$ cat src/rtl/core/ccls_pkg.sv
// shared types and constants for the rgb color classifier
`timescale 1ns / 1ps

package ccls_pkg;

  localparam int CHANNEL_WIDTH = 16;
  localparam int QUEUE_DEPTH   = 8;

  localparam int COUNT_W    = 16;
  localparam int GAIN_W     = 16;
  localparam int LIMIT_W    = 16;
  localparam int SAT_W      = 11;
  localparam int CFG_IDX_W  = 3;
  localparam int CFG_DATA_W = 16;
  localparam int GAIN_SHIFT = 10;

  localparam logic [CFG_IDX_W-1:0] CFG_RED_GAIN   = 3'd0;
  localparam logic [CFG_IDX_W-1:0] CFG_GREEN_GAIN = 3'd1;
  localparam logic [CFG_IDX_W-1:0] CFG_BLUE_GAIN  = 3'd2;
  localparam logic [CFG_IDX_W-1:0] CFG_DARK_LIMIT = 3'd3;
  localparam logic [CFG_IDX_W-1:0] CFG_SAT_LIMIT  = 3'd4;

  localparam logic [GAIN_W-1:0]  GAIN_RESET  = 16'd1024;
  localparam logic [LIMIT_W-1:0] DARK_RESET  = 16'd0;
  localparam logic [SAT_W-1:0]   SAT_RESET   = 11'd1024;

  typedef enum logic [2:0] {
    CLS_BLACK   = 3'd0,
    CLS_WHITE   = 3'd1,
    CLS_RED     = 3'd2,
    CLS_GREEN   = 3'd3,
    CLS_BLUE    = 3'd4,
    CLS_CYAN    = 3'd5,
    CLS_MAGENTA = 3'd6,
    CLS_YELLOW  = 3'd7
  } color_class_t;

  // front pipeline status toward the queue and the credit check
  typedef struct packed {
    logic         push;
    color_class_t cls;
    logic [1:0]   inflight;
  } front_stat_t;

endpackage

$ cat src/rtl/core/ccls_front.sv
// classification pipeline: gain scaling, dark test, saturation test and hue decision
`timescale 1ns / 1ps

module ccls_front #(
  parameter int CHANNEL_WIDTH = ccls_pkg::CHANNEL_WIDTH
) (
  input  logic                         clk,
  input  logic                         rst_n,
  input  logic                         in_fire,
  input  logic [ccls_pkg::COUNT_W-1:0] in_clear_count,
  input  logic [ccls_pkg::COUNT_W-1:0] in_red_count,
  input  logic [ccls_pkg::COUNT_W-1:0] in_green_count,
  input  logic [ccls_pkg::COUNT_W-1:0] in_blue_count,
  input  logic [ccls_pkg::GAIN_W-1:0]  red_gain,
  input  logic [ccls_pkg::GAIN_W-1:0]  green_gain,
  input  logic [ccls_pkg::GAIN_W-1:0]  blue_gain,
  input  logic [ccls_pkg::LIMIT_W-1:0] dark_limit,
  input  logic [ccls_pkg::SAT_W-1:0]   sat_limit,
  output ccls_pkg::front_stat_t        stat
);

  localparam int CW   = CHANNEL_WIDTH;
  localparam int PW   = CW + ccls_pkg::GAIN_W;
  localparam int SW   = CW + 2;
  localparam int LW   = CW + 12;
  localparam int HW   = CW + 3;
  localparam int MW   = SW + ccls_pkg::SAT_W + 1;

  // stage 1: scaled channels
  logic [PW-1:0] r_prod, g_prod, b_prod;
  logic          dark_nxt;
  logic          v1_r, dark1_r;
  logic [CW-1:0] r1_r, g1_r, b1_r;

  always_comb begin
    r_prod   = in_red_count[CW-1:0] * red_gain;
    g_prod   = in_green_count[CW-1:0] * green_gain;
    b_prod   = in_blue_count[CW-1:0] * blue_gain;
    dark_nxt = {{(ccls_pkg::LIMIT_W-CW){1'b0}}, in_clear_count[CW-1:0]} < dark_limit;
  end

  // stage 2: min, sum and hue
  logic [CW-1:0]          lo;
  logic [SW-1:0]          sum_nxt, lo3;
  logic [LW-1:0]          lo_sh_nxt;
  logic signed [HW-1:0]   hx, hy, hd;
  logic [HW-1:0]          mx, my;
  ccls_pkg::color_class_t hue_nxt;
  logic                   v2_r, dark2_r;
  logic [SW-1:0]          sum2_r;
  logic [LW-1:0]          lo_sh2_r;
  ccls_pkg::color_class_t hue2_r;

  always_comb begin
    lo = r1_r;
    if (g1_r < lo) lo = g1_r;
    if (b1_r < lo) lo = b1_r;
    sum_nxt   = {2'b00, r1_r} + {2'b00, g1_r} + {2'b00, b1_r};
    lo3       = {2'b00, lo} + {1'b0, lo, 1'b0};
    lo_sh_nxt = {lo3, 10'b0};
    hx = $signed({2'b00, r1_r, 1'b0}) - $signed({3'b000, g1_r}) - $signed({3'b000, b1_r});
    hd = $signed({3'b000, g1_r}) - $signed({3'b000, b1_r});
    hy = hd + (hd <<< 1);
    mx = hx[HW-1] ? HW'(-hx) : HW'(hx);
    my = hy[HW-1] ? HW'(-hy) : HW'(hy);
    if (mx > my) begin
      hue_nxt = hx[HW-1] ? ccls_pkg::CLS_CYAN : ccls_pkg::CLS_RED;
    end else if (hx[HW-1]) begin
      hue_nxt = hy[HW-1] ? ccls_pkg::CLS_BLUE : ccls_pkg::CLS_GREEN;
    end else begin
      hue_nxt = hy[HW-1] ? ccls_pkg::CLS_MAGENTA : ccls_pkg::CLS_YELLOW;
    end
  end

  // stage 3: (limit + 1) * sum against 3072 * min
  logic [ccls_pkg::SAT_W:0] lim_p1;
  logic [MW-1:0]            prod_nxt;
  logic                     v3_r, dark3_r;
  logic [MW-1:0]            prod3_r;
  logic [LW-1:0]            lo_sh3_r;
  ccls_pkg::color_class_t   hue3_r;
  logic                     white;

  always_comb begin
    lim_p1   = {1'b0, sat_limit} + 1'b1;
    prod_nxt = lim_p1 * sum2_r;
    white    = {{(MW-LW){1'b0}}, lo_sh3_r} >= prod3_r;
  end

  always_ff @(posedge clk) begin
    if (!rst_n) begin
      v1_r <= 1'b0;
      v2_r <= 1'b0;
      v3_r <= 1'b0;
    end else begin
      v1_r <= in_fire;
      v2_r <= v1_r;
      v3_r <= v2_r;
    end
    r1_r     <= r_prod[CW+ccls_pkg::GAIN_SHIFT-1:ccls_pkg::GAIN_SHIFT];
    g1_r     <= g_prod[CW+ccls_pkg::GAIN_SHIFT-1:ccls_pkg::GAIN_SHIFT];
    b1_r     <= b_prod[CW+ccls_pkg::GAIN_SHIFT-1:ccls_pkg::GAIN_SHIFT];
    dark1_r  <= dark_nxt;
    sum2_r   <= sum_nxt;
    lo_sh2_r <= lo_sh_nxt;
    hue2_r   <= hue_nxt;
    dark2_r  <= dark1_r;
    prod3_r  <= prod_nxt;
    lo_sh3_r <= lo_sh2_r;
    hue3_r   <= hue2_r;
    dark3_r  <= dark2_r;
  end

  always_comb begin
    stat.push     = v3_r;
    stat.inflight = {1'b0, v1_r} + {1'b0, v2_r} + {1'b0, v3_r};
    if (dark3_r) begin
      stat.cls = ccls_pkg::CLS_BLACK;
    end else if (white) begin
      stat.cls = ccls_pkg::CLS_WHITE;
    end else begin
      stat.cls = hue3_r;
    end
  end

endmodule

$ cat src/rtl/core/ccls_queue.sv
// result queue that decouples the classifier from the output channel
`timescale 1ns / 1ps

module ccls_queue #(
  parameter int QUEUE_DEPTH = ccls_pkg::QUEUE_DEPTH
) (
  input  logic                           clk,
  input  logic                           rst_n,
  input  ccls_pkg::front_stat_t          stat,
  output logic [$clog2(QUEUE_DEPTH+1)-1:0] level,
  output logic                           out_valid,
  input  logic                           out_stall,
  output logic [2:0]                     out_color_class
);

  localparam int AW = $clog2(QUEUE_DEPTH);
  localparam int NW = $clog2(QUEUE_DEPTH + 1);
  localparam logic [AW-1:0] LAST = AW'(QUEUE_DEPTH - 1);

  ccls_pkg::color_class_t mem_r [QUEUE_DEPTH];
  logic [AW-1:0] wr_ptr_r, rd_ptr_r, wr_ptr_nxt, rd_ptr_nxt;
  logic [NW-1:0] count_r, count_nxt;
  logic          push, pop;

  always_comb begin
    push       = stat.push;
    pop        = out_valid && !out_stall;
    wr_ptr_nxt = push ? ((wr_ptr_r == LAST) ? '0 : wr_ptr_r + 1'b1) : wr_ptr_r;
    rd_ptr_nxt = pop ? ((rd_ptr_r == LAST) ? '0 : rd_ptr_r + 1'b1) : rd_ptr_r;
    count_nxt  = count_r + NW'(push) - NW'(pop);
  end

  always_ff @(posedge clk) begin
    if (!rst_n) begin
      wr_ptr_r <= '0;
      rd_ptr_r <= '0;
      count_r  <= '0;
    end else begin
      wr_ptr_r <= wr_ptr_nxt;
      rd_ptr_r <= rd_ptr_nxt;
      count_r  <= count_nxt;
    end
    if (push) begin
      mem_r[wr_ptr_r] <= stat.cls;
    end
  end

  assign level           = count_r;
  assign out_valid       = count_r != '0;
  assign out_color_class = mem_r[rd_ptr_r];

  a_count_bound: assert property (@(posedge clk) disable iff (!rst_n)
    count_r <= NW'(QUEUE_DEPTH))
    else $error("queue count above depth");

  a_no_overflow: assert property (@(posedge clk) disable iff (!rst_n)
    push && (count_r == NW'(QUEUE_DEPTH)) |-> pop)
    else $error("push into full queue");

  a_ptr_gap: assert property (@(posedge clk) disable iff (!rst_n)
    (count_r == '0) |-> (wr_ptr_r == rd_ptr_r))
    else $error("empty queue with pointer gap");

endmodule

$ cat src/rtl/core/rgb_color_classifier_top.sv
// top level of the rgb color classifier: registers, credit check, front and queue
// path: an accepted input beat passes three pipeline registers, then the result queue,
//   on its way to the output
// throughput: one beat per cycle; in_stall rises when queued plus in-flight
//   results reach the queue depth
// reset: synchronous active-low rst_n empties pipeline and queue, gains to 1024,
//   dark limit to 0, saturation limit to 1024
`timescale 1ns / 1ps

module rgb_color_classifier_top #(
  parameter int CHANNEL_WIDTH = ccls_pkg::CHANNEL_WIDTH,
  parameter int QUEUE_DEPTH   = ccls_pkg::QUEUE_DEPTH
) (
  input  logic                            clk,
  input  logic                            rst_n,
  input  logic                            cfg_we,
  input  logic [ccls_pkg::CFG_IDX_W-1:0]  cfg_index,
  input  logic [ccls_pkg::CFG_DATA_W-1:0] cfg_wdata,
  input  logic                            in_valid,
  output logic                            in_stall,
  input  logic [ccls_pkg::COUNT_W-1:0]    in_clear_count,
  input  logic [ccls_pkg::COUNT_W-1:0]    in_red_count,
  input  logic [ccls_pkg::COUNT_W-1:0]    in_green_count,
  input  logic [ccls_pkg::COUNT_W-1:0]    in_blue_count,
  output logic                            out_valid,
  input  logic                            out_stall,
  output logic [2:0]                      out_color_class
);

  localparam int NW = $clog2(QUEUE_DEPTH + 1);

  logic [ccls_pkg::GAIN_W-1:0]  red_gain_r, green_gain_r, blue_gain_r;
  logic [ccls_pkg::LIMIT_W-1:0] dark_limit_r;
  logic [ccls_pkg::SAT_W-1:0]   sat_limit_r;

  always_ff @(posedge clk) begin
    if (!rst_n) begin
      red_gain_r   <= ccls_pkg::GAIN_RESET;
      green_gain_r <= ccls_pkg::GAIN_RESET;
      blue_gain_r  <= ccls_pkg::GAIN_RESET;
      dark_limit_r <= ccls_pkg::DARK_RESET;
      sat_limit_r  <= ccls_pkg::SAT_RESET;
    end else if (cfg_we) begin
      case (cfg_index)
        ccls_pkg::CFG_RED_GAIN:   red_gain_r   <= cfg_wdata;
        ccls_pkg::CFG_GREEN_GAIN: green_gain_r <= cfg_wdata;
        ccls_pkg::CFG_BLUE_GAIN:  blue_gain_r  <= cfg_wdata;
        ccls_pkg::CFG_DARK_LIMIT: dark_limit_r <= cfg_wdata;
        ccls_pkg::CFG_SAT_LIMIT:  sat_limit_r  <= cfg_wdata[ccls_pkg::SAT_W-1:0];
        default: ;
      endcase
    end
  end

  ccls_pkg::front_stat_t stat;
  logic [NW-1:0]         level;
  logic [NW:0]           credit_used;
  logic                  in_fire;

  assign credit_used = {1'b0, level} + (NW+1)'(stat.inflight);
  assign in_stall    = credit_used >= (NW+1)'(QUEUE_DEPTH);
  assign in_fire     = in_valid && !in_stall;

  ccls_front #(
    .CHANNEL_WIDTH (CHANNEL_WIDTH)
  ) u_front (
    .clk            (clk),
    .rst_n          (rst_n),
    .in_fire        (in_fire),
    .in_clear_count (in_clear_count),
    .in_red_count   (in_red_count),
    .in_green_count (in_green_count),
    .in_blue_count  (in_blue_count),
    .red_gain       (red_gain_r),
    .green_gain     (green_gain_r),
    .blue_gain      (blue_gain_r),
    .dark_limit     (dark_limit_r),
    .sat_limit      (sat_limit_r),
    .stat           (stat)
  );

  ccls_queue #(
    .QUEUE_DEPTH (QUEUE_DEPTH)
  ) u_queue (
    .clk             (clk),
    .rst_n           (rst_n),
    .stat            (stat),
    .level           (level),
    .out_valid       (out_valid),
    .out_stall       (out_stall),
    .out_color_class (out_color_class)
  );

  a_credit_bound: assert property (@(posedge clk) disable iff (!rst_n)
    credit_used <= (NW+1)'(QUEUE_DEPTH))
    else $error("queued plus in-flight results exceed queue depth");

  a_fire_reaches_push: assert property (@(posedge clk) disable iff (!rst_n)
    in_fire |-> ##3 stat.push)
    else $error("accepted beat did not reach the queue");

endmodule
$ cat config.mk
export PLATFORM = sky130hd
export DESIGN_NAME = rgb_color_classifier_top
export DESIGN_NICKNAME = d
export VERILOG_FILES = /design/src/rtl/core/ccls_pkg.sv /design/src/rtl/core/ccls_front.sv /design/src/rtl/core/ccls_queue.sv /design/src/rtl/core/rgb_color_classifier_top.sv
export SDC_FILE = /design/constraint.sdc
export NUM_CORES = 2
export LEC_CHECK = 0
export BUFFER_PORTS_ARGS = -buffer_cell sky130_fd_sc_hd__buf_2
export CORE_MARGIN = 10
export CORE_UTILIZATION = 45
export DETAILED_ROUTE_END_ITERATION = 8
export PLACE_DENSITY = 0.62
export SYNTH_ARGS = -nofsm -noshare
export SYNTH_HDL_FRONTEND = slang
export SYNTH_SLANG_ARGS = --single-unit
$ cat constraint.sdc
create_clock -name clk -period 6.75 [get_ports clk]
set_clock_uncertainty 0.15 [all_clocks]
set_input_delay 0.675 -clock clk [delete_from_list [all_inputs] [get_ports clk]]
set_output_delay 0.675 -clock clk [all_outputs]
set_load 0.05 [all_outputs]
==> reports/results.ini <==
[status]
status = finished clean

[layout]
fillers = 9279
multi_input_area_sq_mm = 0.0341
instances_no_fill = 6356
drive_gt1_share_pct = 8.01
layout_common_cells = 938 x inv_1, 780 x nand2_1, 710 x fa_1, 486 x ha_1, 335 x and2_1
layout_commonest_cell = inv_1
n_antenna_cell = 0
areaGrowthSynthToFinish_pct = 9.07
regArea_sq_mm = 0.00538
finalNetCount = 6346

[route]
vias = 32519
via_per_inst = 5.12
top_layer = met4
wl_met3_microns = 5820
route.met2.wl_microns = 53700
drtIter0Drc = 1640
drt_pre_antenna_iters = 5
drc = 0
wl_met1_microns = 48600
routedWlPerCell_microns = 17.5
ant_nets = 0
drt-total-wl_microns = 111000

[clock_tree]
root_buffer = clkbuf_16
cts_sinks = 256
cts_buffer_depth = 3
clk_latency_ps = 620
cts_hold_buf = 0
clk_pin_slew_worst_paths_ps = 60
htreeDepth = 1
cts_tree = yes
cts_buffers = 31

[logic_synthesis]
synthCells = 4931
yosys.cell_types.count = 88
ys_warn_count = 0
synth_area_sq_mm = 0.0435
synth_flop_cell = dfxtp_1
ys_ff_latch = 256
synth_nets = 6221
synth-seq-area-share_pct = 12.3
syn_avg_cell_area_sq_um = 8.83
async_flop_share_pct = 0
synth_edf_count = 24

[floorplan]
io_pins = 93
die_y_microns = 331
initial_utilization_pct = 45.2
die-area_sq_mm = 0.110
row_count = 114
die_w_microns = 331
core_area_sq_mm = 0.0963

[worst_hold_path]
hp-class = in2reg

[sta]
worstMarginPinSlew_ps = 1110
fin_crit_ps = 6510
slew_violations = 0
max_freq_mhz = 154
fin_setup_tns_ps = 0
slew_headroom_pct = 25.6
hold_ws_ps = 144
setup_viol = 0
fin_crit_sh_pct = 96.5
hold_viol_final = 0

[critical_path]
required_ps = 7120
crit_fanout = 5
path_buf_inv = 6
critPathTopFamily = adder cells
slowest_stage = fa_1
end_kind = flop
critPathArrivalTime_ps = 6880
max_stage_delay_ps = 540
start_kind = flop
critical_path_class = reg2reg
cp_common_cell = fa_1

[flow_run]
drv_cap = 0

[placed_design]
placed_cells = 6293
dp_hpwl_microns = 93300
place_congestion = 0.904
port_buffers = 92

[global_route]
grt_overflow = 0
antenna_found_initial = 1
grt_max_degree = 89
grt_pass1_vias = 34249
grtUsageTotal_pct = 20.8
grt_first_pass_wirelength_microns = 182000

[pwr]
vdd_drop_max_mv = 0.928
fin_total_pwr_mw = 22.4
power.leakage_nw = 22.5
p_per_area_mw_per_mm2 = 473

tightest hold or removal path, stage by stage:
cell     delay, ps
buf_2           70
nand2_1         40
nor2_1          60
metrics by stage:
step	utilization (%)	setup WS, ps	instance area (sq um)
6_report	49.3	237	47500
5_1_grt	49.3	-18.2	47500
4_1_cts	49.1	81.9	47300
3_5_place_dp	48.0	2.38	46200
3_3_place_gp	48.0	86.6	46200
2_1_floorplan	-	160	43500
registers in the layout, summed over array words and instances (netlist names), 18 cells and up, named ones only:
register          count
u_front.sum2_r       18
u_front.lo_sh2_r     18
u_queue.mem_r        24
u_front.prod3_r      30
u_front.lo_sh3_r     18
final cells by class:
type                            instances  share of cell area, %
Multi-Input combinational cell       3561                   71.9
Tap cell                             1276                   3.36
Timing Repair Buffer                  267                   3.77
Inverter                              939                   7.42
Clock inverter                         21                  0.495
Sequential cell                       256                   11.3
Clock buffer                           36                   1.74
cell usage after synthesis, types with 5 or more instances:
library cell / instances / share of area, %
o2111ai_1: 5 / 0.10
nor3_1: 47 / 0.54
a221o_1: 6 / 0.14
and3_1: 34 / 0.49
inv_1: 939 / 8.1
nand2_1: 780 / 6.7
a221oi_1: 6 / 0.12
edfxtp_1: 24 / 1.7
clkbuf_1: 169 / 1.5
and2_1: 335 / 4.8
a31oi_1: 12 / 0.17
o21ai_1: 9 / 0.10
nor2_1: 126 / 1.1
nand3_1: 40 / 0.46
a21boi_0: 75 / 1.3
fa_1: 710 / 33
or2_2: 9 / 0.13
a21o_1: 72 / 1.2
nand4_1: 17 / 0.24
nand2b_1: 51 / 0.73
a211oi_1: 13 / 0.22
mux2i_1: 29 / 0.67
o21bai_1: 12 / 0.21
o31ai_1: 10 / 0.17
a211o_1: 8 / 0.16
mux2_2: 5 / 0.13
ha_1: 492 / 14
o21a_1: 31 / 0.53
o31a_1: 6 / 0.12
a41oi_1: 8 / 0.16
a21oi_1: 129 / 1.5
o211ai_1: 12 / 0.21
xnor2_1: 148 / 3.0
nor2b_1: 82 / 1.2
nor4_1: 6 / 0.086
xor2_1: 73 / 1.5
o21ai_0: 70 / 0.80
dfxtp_1: 232 / 11
mux4_2: 6 / 0.31
or3_1: 15 / 0.22
logic make-up (layout without fill, tap and decap cells):
| kind of cell | count (synthesis) | after routing | share of synthesized area (%) |
|---|---|---|---|
| muxes | 41 | 41 | 1.14 |
| and+or+nand+nor | 1562 | 1562 | 17.1 |
| adders and majority gates | 1202 | 1202 | 46.8 |
| other | 1 | 1 | 0.00861 |
| buffers and inverters | 1114 | 1263 | 9.65 |
| DFF | 256 | 256 | 12.3 |
| AOI/OAI and AO/OA | 533 | 533 | 8.48 |
| xor gates and xnor gates | 222 | 222 | 4.48 |
where the power goes:
| part | internal, mW | switching (mW) |
|---|---|---|
| combinational | 7.96 | 10.1 |
| sequential | 2.10 | 0.502 |
| clock | 1.00 | 0.726 |
per-layer routing:
metal | global-route usage [%] | up-vias
li1 | - | 15523
met1 | 27.1 | 16094
met2 | 36.0 | 750
met3 | 2.81 | 152
met4 | 5.79 | 0
met5 | 0 | -
worst paths after layout:
path                                       from             endpoint  slack [ps]  cells past startpoint
worst max-delay path             sat_limit_r[1]  u_front.prod3_r[21]         240                     27
worst min-delay path                   in_valid         u_front.v1_r         140                      3
worst max register to register   sat_limit_r[1]  u_front.prod3_r[21]         240                     27
worst min register to register  u_front.dark1_r      u_front.dark2_r         180                      0
what timing repair did:
action | CTS | global route
endpoints found under the setup margin | 0 | 19
gates resized for setup | 0 | 51
setup buffers | 0 | 5
(Power assumes the default switching activity.)
